File: src/hw/rtl/psd_pkg.sv
// psd_pkg: widths, payload structs and saturation constants for the
// point-to-segment distance pipeline. No dependencies.

package psd_pkg;

    localparam int COORD_WIDTH = 16;
    localparam int DIFF_W      = COORD_WIDTH + 1;
    localparam int EXT_W       = COORD_WIDTH + 2;
    localparam int SQ_W        = 2 * DIFF_W;
    localparam int NUM_W       = SQ_W;
    localparam int LEN_W       = 2 * COORD_WIDTH + 1;
    localparam int PROD_W      = LEN_W + COORD_WIDTH;
    localparam int POS_W       = 32;
    localparam int FRAC_W      = 16;
    localparam int TN_W        = POS_W + 2;
    localparam int DIV_STEPS   = POS_W;
    localparam int DIST_W      = 2 * COORD_WIDTH + 3;

    localparam logic signed [POS_W-1:0] POS_MAX = {1'b0, {(POS_W - 1){1'b1}}};
    localparam logic signed [POS_W-1:0] POS_MIN = {1'b1, {(POS_W - 1){1'b0}}};

    typedef struct packed {
        logic signed [COORD_WIDTH-1:0] qx;
        logic signed [COORD_WIDTH-1:0] qy;
        logic signed [COORD_WIDTH-1:0] ax;
        logic signed [COORD_WIDTH-1:0] ay;
        logic signed [COORD_WIDTH-1:0] bx;
        logic signed [COORD_WIDTH-1:0] by;
    } psd_pt_t;

    // One restoring-division lane: partial remainder and a shared word that
    // shifts dividend bits out of the top and quotient bits in at the bottom.
    typedef struct packed {
        logic [LEN_W-1:0] rem;
        logic [POS_W-1:0] word;
    } psd_lane_t;

    typedef struct packed {
        psd_pt_t          pt;
        logic [LEN_W-1:0] len;
        logic             neg;
        logic             zero_len;
        logic             at_start;
        logic             at_end;
        logic             ovf;
        logic             dx_neg;
        logic             dy_neg;
    } psd_side_t;

    typedef struct packed {
        psd_side_t side;
        psd_lane_t pos;
        psd_lane_t lx;
        psd_lane_t ly;
    } psd_div_t;

    typedef struct packed {
        logic signed [POS_W-1:0]       position;
        logic signed [COORD_WIDTH-1:0] nearest_x;
        logic signed [COORD_WIDTH-1:0] nearest_y;
        logic [DIST_W-1:0]             dist_squared;
    } psd_res_t;

endpackage

File: src/hw/rtl/psd_div_cell.sv
// psd_div_cell: one restoring-division step on the position lane and both
// coordinate lanes, registered. Depends on psd_pkg.

module psd_div_cell (
    input  logic               clk,
    input  logic               rst_n,
    input  logic               en,
    input  logic               up_valid,
    input  psd_pkg::psd_div_t  up_data,
    output logic               dn_valid,
    output psd_pkg::psd_div_t  dn_data
);

    logic               dn_valid_reg;
    psd_pkg::psd_div_t  dn_data_reg, dn_data_next;

    // Shift in the next dividend bit; subtract the divisor when it fits.
    function automatic psd_pkg::psd_lane_t div_step(input psd_pkg::psd_lane_t lane,
                                                    input logic [psd_pkg::LEN_W-1:0] len);
        logic [psd_pkg::LEN_W:0] trial;
        logic [psd_pkg::LEN_W:0] diff;
        logic                    fits;
        psd_pkg::psd_lane_t      res;
        trial    = {lane.rem, lane.word[psd_pkg::POS_W-1]};
        diff     = trial - {1'b0, len};
        fits     = (trial >= {1'b0, len});
        res.rem  = fits ? diff[psd_pkg::LEN_W-1:0] : trial[psd_pkg::LEN_W-1:0];
        res.word = {lane.word[psd_pkg::POS_W-2:0], fits};
        return res;
    endfunction

    always_comb
    begin
        dn_data_next      = up_data;
        dn_data_next.pos  = div_step(up_data.pos, up_data.side.len);
        dn_data_next.lx   = div_step(up_data.lx, up_data.side.len);
        dn_data_next.ly   = div_step(up_data.ly, up_data.side.len);
    end

    always_ff @(posedge clk or negedge rst_n)
    begin
        if (!rst_n)
        begin
            dn_valid_reg <= 1'b0;
        end
        else if (en)
        begin
            dn_valid_reg <= up_valid;
        end
    end

    always_ff @(posedge clk)
    begin
        if (en)
        begin
            dn_data_reg <= dn_data_next;
        end
    end

    assign dn_valid = dn_valid_reg;
    assign dn_data  = dn_data_reg;

endmodule

File: config.mk
export PLATFORM = sky130hd
export DESIGN_NAME = psd_div_cell
export DESIGN_NICKNAME = d
export VERILOG_FILES = /design/src/hw/rtl/psd_pkg.sv /design/src/hw/rtl/psd_div_cell.sv
export SDC_FILE = /design/constraint.sdc
export NUM_CORES = 1
export LEC_CHECK = 0
export ABC_AREA = 0
export ABC_CLOCK_PERIOD_IN_PS = 1100
export BUFFER_PORTS_ARGS = -buffer_cell sky130_fd_sc_hd__buf_2
export CORE_AREA = 3 3 256 258
export DETAILED_ROUTE_END_ITERATION = 6
export DIE_AREA = 0 0 259 261
export SYNTH_ARGS = -nofsm -noshare
export SYNTH_HDL_FRONTEND = slang
export SYNTH_SLANG_ARGS = --single-unit
File: constraint.sdc
create_clock -name clk -period 1.1 [get_ports clk]
set_input_delay 0.11 -clock clk [delete_from_list [all_inputs] [get_ports clk]]
set_output_delay 0.11 -clock clk [all_outputs]
set_load 0.02 [all_outputs]
==> impl_metrics.py <==
metrics = {
    "global_route": {
        "grt_pass1_wl_um": 117000,
        "antenna_found_initial": 38,
        "grt_usage_pct": 24.0,
        "grt_max_degree": 32,
        "grt_util_met2_pct": 44.9,
        "grt_pass1_vias": 17500,
        "use_met1_pct": 26.1,
        "grt_overflow_total": 0,
        "grtUsageMet3_pct": 6.89,
        "top_usage_layer": "met2",
    },
    "worst_setup_path": {
        "path_class": "input port to register",
        "cp_max_fo": 6,
        "cp.arrival_ns": 3.20,
        "critPathLaunchType": "input port",
        "reg2reg_to": "dn_valid",
        "worstPathRequired_ns": 1.41,
        "ff2ff_path_depth": 1,
        "rrSetupSlack_ns": 0.33,
        "cp_slowest_cell": "a2111oi_4",
        "crit_path_max_incr_delay_ns": 0.42,
        "path_cells": "buf_12 > inv_12 > ha_4 > inv_2 > fa_2 > a211oi_2 > o21ai_2 > a2111oi_4 > o21ai_2 > nand2_2 > nand2_2 > a41o_2 > a2111oi_4 > buf_6 > buf_12 > buf_16 > mux2_4",
        "critPathCaptureType": "register",
        "r2r_start": "dn_valid",
    },
    "cells_and_area": {
        "nets": 3120,
        "nFillCells": 5725,
        "regArea_sq_mm": 0.00996,
        "largest_reg_flops": 331,
        "multi_input_area_sq_mm": 0.00657,
        "area_growth_pct": 81.5,
        "drive_above_1_share_pct": 48.8,
    },
    "timing": {
        "finalClockSkew_ns": 0,
        "final_critical_path_setup_slack_ns": -1.79,
        "max_freq_mhz": 346,
        "finalMaxSlewViolations": 0,
        "finalCriticalPeriod_ns": 2.89,
        "setup_viol": 434,
        "fin_crit_sh_pct": 263,
        "whs_ns": 0.0372,
        "final-hold-violation-count": 0,
        "slew_headroom_pct": 59.9,
        "grt_setup_unrepaired": "true",
        "tightest_slew_ns": 0.595,
    },
    "floorplan": {
        "io_pins": 667,
        "die_h_um": 261,
        "dieArea_sq_mm": 0.0676,
        "rows": 92,
        "initial_utilization_pct": 26.1,
        "dieWidth_um": 259,
        "coreArea_sq_mm": 0.0632,
    },
    "drt": {
        "drt_iter0_drc": 1061,
        "viasPerCell": 4.62,
        "drtPass1Iterations": 5,
        "wl_per_cell_um": 23.8,
        "remaining_drc_errors": 0,
        "antenna_left": 0,
        "dr_total_vias": 16600,
        "wirelength_um": 85400,
    },
    "clock_tree": {
        "cts_buffers": 41,
        "htree_levels": 2,
        "cts.sinks": 332,
        "clk_root_buffer_cell": "clkbuf_16",
        "cts_tree": "done",
        "worstSkewPairLatency_ns": 0.56,
        "clk_path_buf_depth": 3,
        "clkTransAtPathRegs_ns": 0.06,
    },
    "power": {
        "finalPower_uw": 43500,
        "vdd_drop_max_v": 0.00101,
        "power_density_mw_per_mm2": 1450,
        "p_leak_uw": 0.0134,
    },
    "placement": {
        "io_buffers": 666,
        "dp_hpwl_um": 70300,
        "pre_cts_slack_ns": -2.65,
        "place_congestion": 0.959,
    },
    "yosys": {
        "ys.flop_type": "edfxtp_1",
        "synth_cells": 1233,
        "synth_nets": 1670,
        "ys_seq_elements": 332,
        "async_reset_ff_share_pct": 0.301,
        "yosys_warnings": 0,
        "avgSynthCellArea_sq_um": 13.4,
        "synth-edff-count": 331,
        "synth_cell_type_count": 70,
        "seq_area_frac_synth_pct": 60.4,
        "synthesis.area_sq_mm": 0.0165,
    },
    "run": {
        "drv_cap": 0,
    },
    "worst_hold_path": {
        "hp-class": "input port to register",
        "hold_path.startpoint": "up_data[162]",
        "hold_path_depth": 3,
        "holdPathEnd": "dn_data[163]",
    },
    "outcome": {
        "failed_checks": "setup timing",
        "outcome": "finished, violations left",
    },
}
logic make-up (layout without fill, tap and decap cells):
family                     count (synthesis)  count (layout)  share of synthesized area [%]
DFF                                      332             332                           60.4
AOI/OAI and AO/OA                        326             326                           12.8
and+or+nand+nor                          227             227                           6.75
adders and majority gates                102             102                           7.87
buffers and inverters                     90            1572                           2.26
xor gates and xnor gates                  86              86                           4.56
muxes                                     70              70                           5.39
other                                      0              25                              0
cells in the mapped netlist (3+ instances only):
cell	number	area share [%]
o211ai_1	6	0.27
a211oi_1	14	0.64
nor3_1	9	0.27
a41oi_1	3	0.16
nand2b_1	8	0.30
fa_1	3	0.36
nor2b_1	13	0.49
mux2_2	39	2.7
edfxtp_1	331	60
nor4_1	5	0.19
inv_1	57	1.3
o31ai_1	8	0.36
a311oi_1	3	0.16
o21ai_0	75	2.3
a31oi_1	14	0.53
a21o_1	41	1.9
o21ai_1	4	0.12
nand4_1	17	0.64
nand3_1	18	0.55
mux2_4	28	2.5
a21boi_0	5	0.23
and4_1	5	0.27
xor2_1	33	1.8
nand2_1	76	1.7
and3_1	14	0.53
nor2_1	45	1.0
xnor2_1	53	2.8
a221oi_1	4	0.21
buf_6	4	0.27
clkbuf_1	24	0.55
buf_2	4	0.12
o21bai_1	17	0.77
ha_1	99	7.5
o21a_1	14	0.64
a21oi_1	90	2.7
mux2i_1	3	0.18
and2_1	6	0.23
report_power, final:
group | switching, uW | total [uW] | internal (uW) | leakage (uW)
Clock | 5750 | 14600 | 8870 | 0.000699
Combinational | 6670 | 12800 | 6090 | 0.00946
Sequential | 522 | 16100 | 15500 | 0.00325
Total | 12900 | 43500 | 30500 | 0.0134
layout by cell type, fill, tap and decap left out, types with 34 or more instances in the layout:
master,n
a21o_1,41
buf_4,411
ha_1,94
inv_1,48
mux2_4,34
xnor2_1,53
nand2_1,75
a21oi_1,83
o21ai_0,42
buf_2,625
dlygate4sd3_1,327
edfxtp_1,331
clkbuf_16,44
buf_6,47
nor2_1,45
worst max-delay path, delay by kind of cell:
kind            cells  cell delay, ns
mux                 1            0.30
buf+inv             6            0.64
simple gates        2            0.16
fa+ha+maj           2            0.48
compound gates      6            1.51
metrics by stage:
stage               std cells  setup TNS, ns  util, %  instance area [sq um]
floorplan                1233        -175.79        -                  16800
global placement         3124        -228.17     38.4                  24200
detailed placement       3124        -229.67     38.4                  24200
CTS                      3554        -203.17     46.9                  29700
global route             3578        -225.18     47.4                  29900
finish                   3586        -198.72     47.4                  30000
metal layers:
layer  share of wire (%)  wire [um]  up-vias
li1                    -          -     7660
met1                  37      31300     8167
met2                  53      44800      581
met3                 7.4       6310      150
met4                 3.3       2850       16
met5                0.14        118        -
how the worst max path moves through the flow:
| stage | start | endpoint | cells after the start |
|---|---|---|---|
| after CTS | up_data[96] | dn_data[108] | 17 |
| final | up_data[96] | dn_data[126] | 17 |
| after floorplan | up_data[96] | dn_data[101] | 14 |
| after detailed placement | up_data[96] | dn_data[129] | 15 |
| after global routing | up_data[96] | dn_data[126] | 17 |
| after global placement | up_data[96] | dn_data[129] | 15 |
final cells by class:
class | instances | area share (%)
Antenna cell | 25 | 0.209
Timing Repair Buffer | 1440 | 35.5
Clock buffer | 44 | 3.53
Multi-Input combinational cell | 811 | 21.9
Inverter | 57 | 0.839
Clock inverter | 31 | 1.27
Sequential cell | 332 | 33.3
Tap cell | 846 | 3.53
timing repair:
action	CTS	global route
buffers inserted	24	5
resized for setup	112	44
pin swaps	20	16
hold buffers	327	0
endpoints found under the setup margin	434	434
cloned	4	3
endpoints found under the hold margin	346	0
No activity file was read; power rests on OpenSTA's default activity.
