### config.mk
export PLATFORM = sky130hd
export DESIGN_NAME = psd_back
export DESIGN_NICKNAME = d
export VERILOG_FILES = /design/src/hw/rtl/psd_pkg.sv /design/src/hw/rtl/psd_back.sv
export SDC_FILE = /design/constraint.sdc
export NUM_CORES = 2
export LEC_CHECK = 0
export BUFFER_PORTS_ARGS = -buffer_cell sky130_fd_sc_hd__buf_4
export CAP_MARGIN = 20
export CORE_MARGIN = 2
export CORE_UTILIZATION = 58
export DETAILED_ROUTE_END_ITERATION = 8
export PLACE_DENSITY = 0.9
export SLEW_MARGIN = 0
export SYNTH_ARGS = -nofsm -noshare
export SYNTH_HDL_FRONTEND = slang
export SYNTH_SLANG_ARGS = --single-unit
### constraint.sdc
create_clock -name clk -period 21.4 [get_ports clk]
set_input_delay 4.28 -clock clk [delete_from_list [all_inputs] [get_ports clk]]
set_output_delay 4.28 -clock clk [all_outputs]
set_load 0.01 [all_outputs]
### src/hw/rtl/psd_pkg.sv
// psd_pkg: widths, payload structs and saturation constants for the
// point-to-segment distance pipeline. No dependencies.

package psd_pkg;

    localparam int COORD_WIDTH = 16;
    localparam int DIFF_W      = COORD_WIDTH + 1;
    localparam int EXT_W       = COORD_WIDTH + 2;
    localparam int SQ_W        = 2 * DIFF_W;
    localparam int NUM_W       = SQ_W;
    localparam int LEN_W       = 2 * COORD_WIDTH + 1;
    localparam int PROD_W      = LEN_W + COORD_WIDTH;
    localparam int POS_W       = 32;
    localparam int FRAC_W      = 16;
    localparam int TN_W        = POS_W + 2;
    localparam int DIV_STEPS   = POS_W;
    localparam int DIST_W      = 2 * COORD_WIDTH + 3;

    localparam logic signed [POS_W-1:0] POS_MAX = {1'b0, {(POS_W - 1){1'b1}}};
    localparam logic signed [POS_W-1:0] POS_MIN = {1'b1, {(POS_W - 1){1'b0}}};

    typedef struct packed {
        logic signed [COORD_WIDTH-1:0] qx;
        logic signed [COORD_WIDTH-1:0] qy;
        logic signed [COORD_WIDTH-1:0] ax;
        logic signed [COORD_WIDTH-1:0] ay;
        logic signed [COORD_WIDTH-1:0] bx;
        logic signed [COORD_WIDTH-1:0] by;
    } psd_pt_t;

    // One restoring-division lane: partial remainder and a shared word that
    // shifts dividend bits out of the top and quotient bits in at the bottom.
    typedef struct packed {
        logic [LEN_W-1:0] rem;
        logic [POS_W-1:0] word;
    } psd_lane_t;

    typedef struct packed {
        psd_pt_t          pt;
        logic [LEN_W-1:0] len;
        logic             neg;
        logic             zero_len;
        logic             at_start;
        logic             at_end;
        logic             ovf;
        logic             dx_neg;
        logic             dy_neg;
    } psd_side_t;

    typedef struct packed {
        psd_side_t side;
        psd_lane_t pos;
        psd_lane_t lx;
        psd_lane_t ly;
    } psd_div_t;

    typedef struct packed {
        logic signed [POS_W-1:0]       position;
        logic signed [COORD_WIDTH-1:0] nearest_x;
        logic signed [COORD_WIDTH-1:0] nearest_y;
        logic [DIST_W-1:0]             dist_squared;
    } psd_res_t;

endpackage

### src/hw/rtl/psd_back.sv
// psd_back: four-stage back end: sign fix and saturation of t, nearest point
// selection, and the squared distance. Depends on psd_pkg.

module psd_back (
    input  logic               clk,
    input  logic               rst_n,
    input  logic               en,
    input  logic               div_valid,
    input  psd_pkg::psd_div_t  div_data,
    output logic               res_valid,
    output psd_pkg::psd_res_t  res_data
);

    // stage 1: position and nearest point
    logic                                   b1_valid_reg;
    logic signed [psd_pkg::POS_W-1:0]       b1_pos_reg, b1_pos_next;
    logic signed [psd_pkg::COORD_WIDTH-1:0] b1_nx_reg, b1_nx_next, b1_ny_reg, b1_ny_next;
    logic signed [psd_pkg::COORD_WIDTH-1:0] b1_qx_reg, b1_qy_reg;
    logic signed [psd_pkg::TN_W-1:0]        b1_tn;
    logic [psd_pkg::POS_W-1:0]              b1_q;
    logic                                   b1_rnz;

    // stage 2: error vector
    logic                                   b2_valid_reg;
    logic signed [psd_pkg::POS_W-1:0]       b2_pos_reg;
    logic signed [psd_pkg::COORD_WIDTH-1:0] b2_nx_reg, b2_ny_reg;
    logic signed [psd_pkg::DIFF_W-1:0]      b2_ex_reg, b2_ex_next, b2_ey_reg, b2_ey_next;

    // stage 3: squares
    logic                                   b3_valid_reg;
    logic signed [psd_pkg::POS_W-1:0]       b3_pos_reg;
    logic signed [psd_pkg::COORD_WIDTH-1:0] b3_nx_reg, b3_ny_reg;
    logic signed [psd_pkg::SQ_W-1:0]        b3_ex2_next, b3_ey2_next;
    logic [psd_pkg::SQ_W-1:0]               b3_ex2_reg, b3_ey2_reg;

    // stage 4: result
    logic                                   b4_valid_reg;
    psd_pkg::psd_res_t                      b4_res_reg, b4_res_next;

    function automatic logic signed [psd_pkg::COORD_WIDTH-1:0] near_coord(
        input logic signed [psd_pkg::COORD_WIDTH-1:0] a,
        input logic signed [psd_pkg::COORD_WIDTH-1:0] b,
        input psd_pkg::psd_lane_t                     lane,
        input logic                                   dneg,
        input psd_pkg::psd_side_t                     side);
        logic signed [psd_pkg::EXT_W-1:0] a_e;
        logic signed [psd_pkg::EXT_W-1:0] off;
        logic signed [psd_pkg::EXT_W-1:0] inner;
        logic                             rnz;
        a_e   = psd_pkg::EXT_W'(a);
        off   = psd_pkg::EXT_W'({1'b0, lane.word[psd_pkg::COORD_WIDTH-1:0]});
        rnz   = |lane.rem;
        // floor toward minus infinity: a negative offset with a nonzero remainder rounds one further down
        inner = dneg ? (a_e - off - psd_pkg::EXT_W'(rnz)) : (a_e + off);
        if (side.zero_len || side.at_start)
            return a;
        else if (side.at_end)
            return b;
        else
            return inner[psd_pkg::COORD_WIDTH-1:0];
    endfunction

    always_comb
    begin
        b1_q   = div_data.pos.word;
        b1_rnz = |div_data.pos.rem;
        b1_tn  = -$signed({2'b00, b1_q}) - psd_pkg::TN_W'(b1_rnz);
        if (div_data.side.zero_len)
            b1_pos_next = '0;
        else if (div_data.side.ovf)
            b1_pos_next = div_data.side.neg ? psd_pkg::POS_MIN : psd_pkg::POS_MAX;
        else if (!div_data.side.neg)
            b1_pos_next = b1_q[psd_pkg::POS_W-1] ? psd_pkg::POS_MAX : $signed(b1_q);
        else if (b1_tn < psd_pkg::TN_W'(psd_pkg::POS_MIN))
            b1_pos_next = psd_pkg::POS_MIN;
        else
            b1_pos_next = b1_tn[psd_pkg::POS_W-1:0];

        b1_nx_next = near_coord(div_data.side.pt.ax, div_data.side.pt.bx, div_data.lx,
                                div_data.side.dx_neg, div_data.side);
        b1_ny_next = near_coord(div_data.side.pt.ay, div_data.side.pt.by, div_data.ly,
                                div_data.side.dy_neg, div_data.side);
    end

    always_comb
    begin
        b2_ex_next = psd_pkg::DIFF_W'(b1_qx_reg) - psd_pkg::DIFF_W'(b1_nx_reg);
        b2_ey_next = psd_pkg::DIFF_W'(b1_qy_reg) - psd_pkg::DIFF_W'(b1_ny_reg);
    end

    always_comb
    begin
        b3_ex2_next = b2_ex_reg * b2_ex_reg;
        b3_ey2_next = b2_ey_reg * b2_ey_reg;
    end

    always_comb
    begin
        b4_res_next.position     = b3_pos_reg;
        b4_res_next.nearest_x    = b3_nx_reg;
        b4_res_next.nearest_y    = b3_ny_reg;
        b4_res_next.dist_squared = psd_pkg::DIST_W'(b3_ex2_reg) + psd_pkg::DIST_W'(b3_ey2_reg);
    end

    always_ff @(posedge clk or negedge rst_n)
    begin
        if (!rst_n)
        begin
            b1_valid_reg <= 1'b0;
            b2_valid_reg <= 1'b0;
            b3_valid_reg <= 1'b0;
            b4_valid_reg <= 1'b0;
        end
        else if (en)
        begin
            b1_valid_reg <= div_valid;
            b2_valid_reg <= b1_valid_reg;
            b3_valid_reg <= b2_valid_reg;
            b4_valid_reg <= b3_valid_reg;
        end
    end

    always_ff @(posedge clk)
    begin
        if (en)
        begin
            b1_pos_reg <= b1_pos_next;
            b1_nx_reg  <= b1_nx_next;
            b1_ny_reg  <= b1_ny_next;
            b1_qx_reg  <= div_data.side.pt.qx;
            b1_qy_reg  <= div_data.side.pt.qy;

            b2_pos_reg <= b1_pos_reg;
            b2_nx_reg  <= b1_nx_reg;
            b2_ny_reg  <= b1_ny_reg;
            b2_ex_reg  <= b2_ex_next;
            b2_ey_reg  <= b2_ey_next;

            b3_pos_reg <= b2_pos_reg;
            b3_nx_reg  <= b2_nx_reg;
            b3_ny_reg  <= b2_ny_reg;
            b3_ex2_reg <= $unsigned(b3_ex2_next);
            b3_ey2_reg <= $unsigned(b3_ey2_next);

            b4_res_reg <= b4_res_next;
        end
    end

    assign res_valid = b4_valid_reg;
    assign res_data  = b4_res_reg;

endmodule

==> flow_summary.ini <==
[outcome]
status = finished clean

[global_routing]
grt_max_degree = 214
track_usage = 0.277
grt-ovfl-total = 0
grt_pass1_vias = 32100
grt_pass1_wl_um = 162000
antenna_found_initial = 7

[placement]
dpl_cell_area_um2 = 45400
gp_congestion = 0.932
detailed_place_hpwl_um = 79000
numPortBuffers = 369

[yosys]
yosys-top-cells-area = edfxtp_1 30%, fa_1 26%, ha_1 11%, inv_1 7.8%, xnor2_1 3.1%
synthCells = 3924
synth_nets = 5171
syn_area_per_cell_um2 = 10.6
ys_seq_area_frac = 0.307
async_flop_share = 0.00937
synth_area_um2 = 41600
yosysTopAreaCell = edfxtp_1
synth_edf_count = 423
synth_ff_type = edfxtp_1
yosysUniqueCellTypes = 84
synth.most_common_cell = inv_1
ys_ff_latch = 427
ys_warn_count = 0
synth_top_area_share = 0.305
synth_common_cells = 870 x inv_1, 539 x fa_1, 423 x edfxtp_1

[die]
num_rows = 98
dieArea_um2 = 74000
chipWidth_um = 272
die_h_um = 272
initial_core_util = 0.585
io_pins = 435
coreArea_um2 = 71200

[critical_path]
cpMostUsedCell = ha_1
cp_max_fo = 31
max_stage_delay_ns = 0.42
slowest_stage = o32ai_1
cp-start-kind = input port
regToRegSetupSlack_ns = 13.79
cp.arrival_ns = 8.91
crit_type = in -> reg
required_ns = 21.79
end_kind = flop
path_cells = buf_4 -> nor4_1 -> nand4_1 -> nor3_1 -> ha_1 -> ha_1 -> inv_1 -> ha_1 -> nor2_1 -> o31ai_2 -> a21oi_1 -> o31ai_1 -> nand2_1 -> a311o_1 -> a311oi_2 -> a211o_1 -> and3_1 -> buf_4 -> o32ai_1

[detailed_routing]
wl_um = 100000
vias = 30000
drt_iter0_drc = 2500
wl_per_cell_um = 19.1
drc_errors = 0
drtAntennaViolNets = 0
viasPerCell = 5.70
drt_first_pass_iters = 6

[cells_and_area]
final_net_count = 5514
area_growth_pct = 12.9
drive_gt1_frac = 0.118
seqCellArea_um2 = 12800
largest_register_ffs = 99
fillers = 5005
multi_input_area_um2 = 25300
stdcell_area_um2 = 47000

[hold_path]
hold_path.class = reg -> reg

[sta]
relSlewSlack = 0.128
layout_min_cycle_time_ns = 8.52
rsz0062_at_grt = false
maxSlewViolCount = 0
setup_viol = 0
skew_ns = 0.0465
timing.final.crit_share = 0.398
max_freq_mhz = 117
setup_tns_ns = 0
hold_viol_final = 0
worstMarginPinSlew_ns = 1.31

[clock_network]
cts_buffers = 46
clk_latency_ns = 0.60
clock_path_buffers = 3
cts_root_buffer = clkbuf_16
hold_buffers = 0
cts_resized = 0
cts_htree_levels = 2
cts_tree = built
clock-sinks = 427
post-cts-setup-buffers = 0
clkTransAtPathRegs_ns = 0.07

[run]
cap_violations = 0
==> layer usage <==
metal,global-route usage,vias up,routed length (um)
met5,0,-,16
met4,0.122,4,4810
met2,0.495,1375,51500
li1,-,13500,-
met3,0.0453,312,7730
met1,0.332,14800,36300
==> cell usage in the layout (no fill, tap or decap), drive strengths merged, types with 31 or more instances in the layout <==
cell,n
a21o,54
nand2,234
edfxtp,423
nor2b,48
fa,539
a211oi,54
buf,378
o22ai,31
xor2,59
ha,373
inv,876
clkbuf,51
and2,113
nand3,39
xnor2,147
nor3,46
o21ai,100
a21oi,144
nor2,211
==> per-stage QoR <==
stage / utilization / worst slack, ns / hold WS [ns] / cells
detailed placement: 0.637 / 12.38 / 0.405 / 5169
global placement: 0.637 / 12.49 / 0.400 / 5169
finish: 0.660 / 12.88 / 0.407 / 5260
global route: 0.660 / 12.56 / 0.416 / 5259
CTS: 0.660 / 13.00 / 0.408 / 5255
floorplan: - / 13.13 / 0.400 / 3924
==> cell type report <==
type,count,area share
repair buffers,378,0.0608
inverters,872,0.0696
well taps,950,0.0253
clock inverters,35,0.00955
flip-flops and latches,427,0.272
diodes,5,0.000266
multi-input cells,2542,0.537
clock buffers,51,0.0253
==> logic make-up (layout without fill, tap and decap cells) <==
| group | after synthesis | after routing | share of synthesized area |
|---|---|---|---|
| buffers and inverters | 955 | 1336 | 0.0862 |
| adder cells (fa/ha/maj) | 912 | 912 | 0.371 |
| AND/OR/NAND/NOR | 845 | 845 | 0.0991 |
| AO/OA/AOI/OAI | 568 | 568 | 0.0901 |
| flip-flops | 427 | 427 | 0.307 |
| XOR/XNOR | 206 | 206 | 0.0433 |
| multiplexers | 11 | 11 | 0.00282 |
| other | 0 | 5 | 0 |
==> final timing paths <==
check / end / cells after the start / start
setup / recovery: b1_pos_reg[23] / 19 / div_data[163]
hold / removal: b3_pos_reg[15] / 0 / b2_pos_reg[15]
setup reg to reg: b3_ey2_reg[33] / 23 / b2_ey_reg[3]
hold reg to reg: b3_pos_reg[15] / 0 / b2_pos_reg[15]
max in group asynchronous: b1_valid_reg / 1 / rst_n
min in group asynchronous: res_valid / 1 / rst_n
==> worst max-delay path, delay by kind of cell <==
kind / cells / cell delay [ns]
AO/OA/AOI/OAI: 7 / 1.94
AND/OR/NAND/NOR: 6 / 1.52
adder cells (fa/ha/maj): 3 / 0.76
buffers and inverters: 3 / 0.41
Power is left out: the tool's default activity adds up to more than one toggle a clock period on the data nets, which glitch-free logic cannot reach.
